$ cat config.mk
export PLATFORM = sky130hd
export DESIGN_NAME = class_priority_job_queue_top
export DESIGN_NICKNAME = d
export VERILOG_FILES = /design/src/rtl/cpjq_pkg.sv /design/src/rtl/cpjq_cell.sv /design/src/rtl/class_priority_job_queue_top.sv
export VERILOG_INCLUDE_DIRS = /design/src /design/src/rtl
export SDC_FILE = /design/constraint.sdc
export NUM_CORES = 2
export LEC_CHECK = 0
export ABC_AREA = 1
export BUFFER_PORTS_ARGS = -buffer_cell sky130_fd_sc_hd__buf_2
export CAP_MARGIN = 20
export CORE_ASPECT_RATIO = 2
export CORE_MARGIN = 3
export CORE_UTILIZATION = 42
export CTS_CLUSTER_SIZE = 30
export DETAILED_ROUTE_END_ITERATION = 6
export HOLD_SLACK_MARGIN = 0.08
export REMOVE_ABC_BUFFERS = 1
export SYNTH_ARGS = -nofsm -noshare
export SYNTH_HDL_FRONTEND = slang
export SYNTH_SLANG_ARGS = --single-unit
$ cat constraint.sdc
create_clock -name clk -period 1.8 [get_ports clk]
set_clock_uncertainty 0.2 [all_clocks]
set_input_delay 0.36 -clock clk [delete_from_list [all_inputs] [get_ports clk]]
set_output_delay 0.36 -clock clk [all_outputs]
set_load 0.005 [all_outputs]
$ cat src/rtl/class_priority_job_queue_top_defines.svh
// Assertion macros shared by the job queue RTL.
// No dependencies; included by the files that carry assertions.
`ifndef CLASS_PRIORITY_JOB_QUEUE_TOP_DEFINES_SVH
`define CLASS_PRIORITY_JOB_QUEUE_TOP_DEFINES_SVH

// Clocked property, ignored while reset is asserted
`define CPJQ_ASSERT(lbl, prop, msg) \
    lbl: assert property (@(posedge clk) disable iff (!rst_n) prop) else $error(msg);

// Clocked property that must also hold during reset
`define CPJQ_ASSERT_ALWAYS(lbl, prop, msg) \
    lbl: assert property (@(posedge clk) prop) else $error(msg);

`endif

$ cat src/rtl/cpjq_pkg.sv
// Types and codes for the class-ordered job queue.
// No dependencies; used by cpjq_cell and class_priority_job_queue_top.
`default_nettype none

package cpjq_pkg;

    // Operation codes
    localparam logic OP_ENQ = 1'b0;
    localparam logic OP_DEQ = 1'b1;

    // Result status codes
    localparam logic [1:0] ST_OK    = 2'd0;
    localparam logic [1:0] ST_EMPTY = 2'd1;
    localparam logic [1:0] ST_FULL  = 2'd2;

    // One queued job
    typedef struct packed {
        logic [1:0] job_class;
        logic [7:0] job_pages;
    } job_t;

    // Request transaction
    typedef struct packed {
        logic       op;
        logic [1:0] job_class;
        logic [7:0] job_pages;
    } req_t;

    // Result transaction
    typedef struct packed {
        logic       out_valid;
        logic [1:0] out_class;
        logic [7:0] out_pages;
        logic [1:0] status;
    } resp_t;

    // Command broadcast to every cell
    typedef struct packed {
        logic push;
        logic pop;
        job_t job;
    } cell_ctrl_t;

    // What a cell shows its neighbours
    typedef struct packed {
        logic valid;
        logic keep;
        job_t job;
    } cell_link_t;

endpackage

`default_nettype wire

$ cat src/rtl/cpjq_cell.sv
// One slot of the sorted job chain: holds a job and its occupancy bit.
// Depends on cpjq_pkg.
`default_nettype none

module cpjq_cell (
    input  wire                  clk,
    input  wire                  rst_n,
    input  cpjq_pkg::cell_ctrl_t ctrl,
    input  cpjq_pkg::cell_link_t prev_link,
    input  cpjq_pkg::cell_link_t next_link,
    output cpjq_pkg::cell_link_t link
);
    import cpjq_pkg::*;

    logic valid_reg;
    logic valid_next;
    job_t job_reg;
    job_t job_next;
    logic keep;

    // Job stays put on insert when it sorts at or ahead of the new class
    assign keep = valid_reg && (job_reg.job_class <= ctrl.job.job_class);

    assign link.valid = valid_reg;
    assign link.keep  = keep;
    assign link.job   = job_reg;

    // Insert shifts the tail back one place; pop pulls everything forward
    always_comb
    begin
        valid_next = valid_reg;
        job_next   = job_reg;
        if (ctrl.push)
        begin
            if (!keep)
            begin
                valid_next = valid_reg | prev_link.valid;
                job_next   = prev_link.keep ? ctrl.job : prev_link.job;
            end
        end
        else if (ctrl.pop)
        begin
            valid_next = next_link.valid;
            job_next   = next_link.job;
        end
    end

    // Occupancy
    always_ff @(posedge clk or negedge rst_n)
    begin
        if (!rst_n)
        begin
            valid_reg <= 1'b0;
        end
        else
        begin
            valid_reg <= valid_next;
        end
    end

    // Job payload
    always_ff @(posedge clk)
    begin
        job_reg <= job_next;
    end

endmodule

`default_nettype wire

$ cat src/rtl/class_priority_job_queue_top.sv
// Class-ordered job queue: a chain of cpjq_cell slots kept sorted by class.
// Depends on cpjq_pkg, cpjq_cell and class_priority_job_queue_top_defines.svh.
`default_nettype none

// One transaction is taken on every cycle: busy never rises, so start may be
// held high. Each transaction gives exactly one result, shown on resp for the
// single cycle that done is high, in the cycle after the start cycle; the
// receiver has no way to stall it and must capture it then. Enqueue inserts
// the job behind all queued jobs of the same or a lower class in that cycle,
// by a class compare broadcast to all QUEUE_DEPTH cells, and that fan-out
// sets the clock rate. A full queue rejects an enqueue with status full; a
// dequeue on an empty queue reports status empty.
module class_priority_job_queue_top #(
    parameter int QUEUE_DEPTH = 64
) (
    input  wire              clk,
    input  wire              rst_n,
    input  wire              start,
    output logic             busy,
    input  cpjq_pkg::req_t   req,
    output logic             done,
    output cpjq_pkg::resp_t  resp
);
    import cpjq_pkg::*;
    `include "class_priority_job_queue_top_defines.svh"

    cell_ctrl_t               ctrl;
    cell_link_t               links [QUEUE_DEPTH];
    logic [QUEUE_DEPTH-1:0]   occ_vec;
    logic                     accept;
    logic                     full;
    logic                     empty;
    logic                     done_reg;
    resp_t                    resp_reg;
    resp_t                    resp_next;

    // Chain ends: a virtual full head before slot 0, an empty slot after the tail
    localparam cell_link_t HEAD_BOUND = '{valid: 1'b1, keep: 1'b1, job: '0};
    localparam cell_link_t TAIL_BOUND = '{valid: 1'b0, keep: 1'b0, job: '0};

    assign busy   = 1'b0;
    assign accept = start;
    assign full   = links[QUEUE_DEPTH-1].valid;
    assign empty  = !links[0].valid;

    // Command broadcast
    assign ctrl.push = accept && (req.op == OP_ENQ) && !full;
    assign ctrl.pop  = accept && (req.op == OP_DEQ) && !empty;
    assign ctrl.job  = '{job_class: req.job_class, job_pages: req.job_pages};

    // Slot chain
    for (genvar i = 0; i < QUEUE_DEPTH; i++)
    begin : g_cell
        cell_link_t prev_l;
        cell_link_t next_l;
        if (i == 0)
        begin : g_first
            assign prev_l = HEAD_BOUND;
        end
        else
        begin : g_mid_prev
            assign prev_l = links[i-1];
        end
        if (i == QUEUE_DEPTH - 1)
        begin : g_last
            assign next_l = TAIL_BOUND;
        end
        else
        begin : g_mid_next
            assign next_l = links[i+1];
        end
        cpjq_cell u_cell (
            .clk       (clk),
            .rst_n     (rst_n),
            .ctrl      (ctrl),
            .prev_link (prev_l),
            .next_link (next_l),
            .link      (links[i])
        );
        assign occ_vec[i] = links[i].valid;
    end

    // Result for this transaction
    always_comb
    begin
        resp_next = '0;
        if (req.op == OP_ENQ)
        begin
            resp_next.status = full ? ST_FULL : ST_OK;
        end
        else if (empty)
        begin
            resp_next.status = ST_EMPTY;
        end
        else
        begin
            resp_next.out_valid = 1'b1;
            resp_next.out_class = links[0].job.job_class;
            resp_next.out_pages = links[0].job.job_pages;
            resp_next.status    = ST_OK;
        end
    end

    // Result strobe
    always_ff @(posedge clk or negedge rst_n)
    begin
        if (!rst_n)
        begin
            done_reg <= 1'b0;
        end
        else
        begin
            done_reg <= accept;
        end
    end

    // Result payload
    always_ff @(posedge clk)
    begin
        resp_reg <= resp_next;
    end

    assign done = done_reg;
    assign resp = resp_reg;

    // Checks
    `CPJQ_ASSERT_ALWAYS(a_never_busy, !busy, "busy raised")
    `CPJQ_ASSERT(a_occ_thermo, ((occ_vec & (occ_vec + QUEUE_DEPTH'(1))) == '0), "occupancy has a hole")
    `CPJQ_ASSERT(a_push_grows, ctrl.push |=> ($countones(occ_vec) == $past($countones(occ_vec)) + 1), "insert did not add one job")
    `CPJQ_ASSERT(a_pop_returns, ctrl.pop |=> (done && resp.out_valid && resp.status == ST_OK), "dequeue returned no job")
    `CPJQ_ASSERT(a_valid_ok, (done && resp.out_valid) |-> (resp.status == ST_OK), "job returned with error status")

endmodule

`default_nettype wire
==> flow_metrics.tcl <==
set metrics [dict create \
    synthCells 5864 \
    period_share_pct 114 \
    io_pins 29 \
    reg2reg_to "g_cell[18].u_cell.link[1]$_DFFE_PP_" \
    crit_start "g_cell[63].u_cell.valid_reg$_DFFE_PN0P_" \
    synth_top_area_share_pct 45.8 \
    worstPathArrival_ps 2390 \
    fin_area_mm2 0.0522 \
    dpl_cell_area_mm2 0.0483 \
    regToRegSetupSlack_ps -250 \
    yosysTopAreaCell "edfxtp_1" \
    fillers 9500 \
    power_leakage_nw 29.8 \
    cts_made_buffers 72 \
    nets 6394 \
    synth_seq_cells 718 \
    synth_ff_type "edfxtp_1" \
    multi_input_area_mm2 0.0173 \
    synthArstFlopShare_pct 9.05 \
    clock_sinks 718 \
    yosysWarningCount 0 \
    fin_tns_setup_ps -191870 \
    initial_core_util_pct 42.5 \
    gp_congestion 0.930 \
    synth_edf_count 640 \
    critical_path.startpoint_type "register" \
    die_area_mm2 0.104 \
    routed_wl_mm 140 \
    drt-vias-per-instance 4.92 \
    yosysUniqueCellTypes 21 \
    cpMostUsedCell "nand2_1" \
    area_growth_pct 24.2 \
    grt_usage_pct 25.8 \
    hold_slack_ps 137 \
    synth_area_leaders "edfxtp_1 (46%), nand2_1 (33%), inv_1 (6.7%)" \
    drt_iter0_drc 2656 \
    clockBufferDepth 3 \
    setup_slack_ps -246 \
    cts_tree "built" \
    cp_data_required_time_ps 2150 \
    hp-start "req[0]" \
    hpwlAfterDp_mm 98.4 \
    hold_end "g_cell[45].u_cell.link[0]$_DFFE_PP_" \
    numPortBuffers 27 \
    cp-end-kind "register" \
    critical_path_class "reg2reg" \
    min_period_ps 2050 \
    r2r_start "g_cell[63].u_cell.valid_reg$_DFFE_PN0P_" \
    antenna_found_initial 2 \
    hp-class "in2reg" \
    min_path_cells 6 \
    firstDrtPassIters 6 \
    dp_cells 7450 \
    grt-ovfl-total 0 \
    routedWlPerCell_um 18.4 \
    clockRootBuffer "clkbuf_16" \
    largest_reg_flops 640 \
    drv_slew 0 \
    insertion_delay_ps 690 \
    syn_area_per_cell_um2 7.16 \
    die_y_um 453 \
    antenna_left 0 \
    clk_pin_slew_ps 70 \
    yosysSeqAreaShare_pct 50.2 \
    die_w_um 230 \
    synth_most_common_cell "nand2_1" \
    finalNonFillerCells 7635 \
    grt_start_max_net_pins 85 \
    setup_viol 1333 \
    drive_gt1_share_pct 13.0 \
    p_per_area_mw_per_mm2 648 \
    grt_pass1_vias 38600 \
    r2r_cells 10 \
    rsz0062_at_grt "true" \
    cp_slowest_stage_delay_ps 370 \
    core-area_mm2 0.0989 \
    status "finished, violations left" \
    htreeDepth 3 \
    pre_cts_ws_ps -580 \
    max_freq_mhz 489 \
    violations "setup timing" \
    seqCellArea_mm2 0.0211 \
    hold_violations 0 \
    vias 37600 \
    max-vdd-ir-drop_mv 0.801 \
    crit_path_top_delay_cell "dfrtp_1" \
    row_count 163 \
    grt_pass1_wl_mm 206 \
    cap_violations 0 \
    post-route-util_pct 52.8 \
    crit_chain "inv_2 > nand3_4 > inv_12 > buf_16 > buf_12 > nand2_8 > buf_4 > nand2_1 > nand2_1 > nand2_1" \
    drc 0 \
    path_max_fanout 8 \
    power_mw 33.8 \
    synth_area_mm2 0.0420 \
    synth_common_cells "nand2_1 (3726), inv_1 (750), edfxtp_1 (640)" \
]
## cell type report
class                           count  share of cell area [%]
Tap cell                         1320                    3.16
Sequential cell                   718                    40.4
Clock buffer                      100                    3.75
Inverter                          754                    5.45
Timing Repair Buffer              607                    13.3
Clock inverter                     33                   0.595
Antenna cell                        2                 0.00959
Timing Repair inverter              1                  0.0216
Multi-Input combinational cell   4100                    33.2
## worst max path at each step
stage / cells after the start / endpoint
floorplan: 7 / g_cell[10].u_cell.link[0]$_DFFE_PP_
global placement: 13 / g_cell[50].u_cell.link[1]$_DFFE_PP_
detailed placement: 13 / g_cell[50].u_cell.link[1]$_DFFE_PP_
CTS: 9 / g_cell[43].u_cell.valid_reg$_DFFE_PN0P_
global route: 9 / g_cell[40].u_cell.link[9]$_DFFE_PP_
finish: 10 / g_cell[18].u_cell.link[1]$_DFFE_PP_
## per-layer routing
metal | routed length [um] | vias up | track usage, %
li1 | - | 18400 | -
met1 | 45400 | 17700 | 23.7
met4 | 12400 | 0 | 18.5
met2 | 76900 | 1013 | 51.5
met3 | 5500 | 480 | 2.63
met5 | 0 | - | 0
## cell families after synthesis
group / Yosys count / share of synthesized area [%]
other: 1 / 0.00893
AOI/OAI and AO/OA: 85 / 1.02
buffers and inverters: 1046 / 9.96
adders and majority gates: 126 / 3.75
DFF: 718 / 50.2
and+or+nand+nor: 3888 / 35.0
## power breakdown
group	internal (mW)	leakage [nW]	switching (mW)
clock	8.25	1.12	7.08
combinational	0.244	24.0	0.352
sequential	17.9	4.64	0.000944
## placed cells by master (no fill, tap or decap), types with 2 or more instances in the layout
cell type,instances
buf_4,363
clkinv_2,16
clkbuf_1,23
diode_2,2
nand2_8,11
a21oi_1,10
clkbuf_16,87
ha_4,2
nand3_1,68
clkbuf_8,5
ha_1,124
buf_16,11
inv_1,745
dfrtp_1,65
buf_8,6
dlygate4sd3_1,13
bufinv_16,4
edfxtp_1,640
buf_12,142
nor2_1,83
nand2_4,39
inv_2,6
nand2_2,57
clkinv_1,6
o21ai_0,73
buf_6,30
nand2_1,3629
buf_2,26
clkinv_8,3
dfxtp_1,13
inv_6,4
## repair_timing
action,4_1_cts,5_1_grt
hold buffers,13,0
pin swaps,4,8
hold endpoints to repair,92,0
endpoints found under the setup margin,1324,1343
resized for setup,64,147
setup buffers,7,8
cloned,4,19
## worst max-delay path: cells and delay by family (launching register included)
family,cells,cell delay (ps)
buf+inv,5,790
simple gates,5,510
flops,1,370
Power figures use the tool's default switching activity.
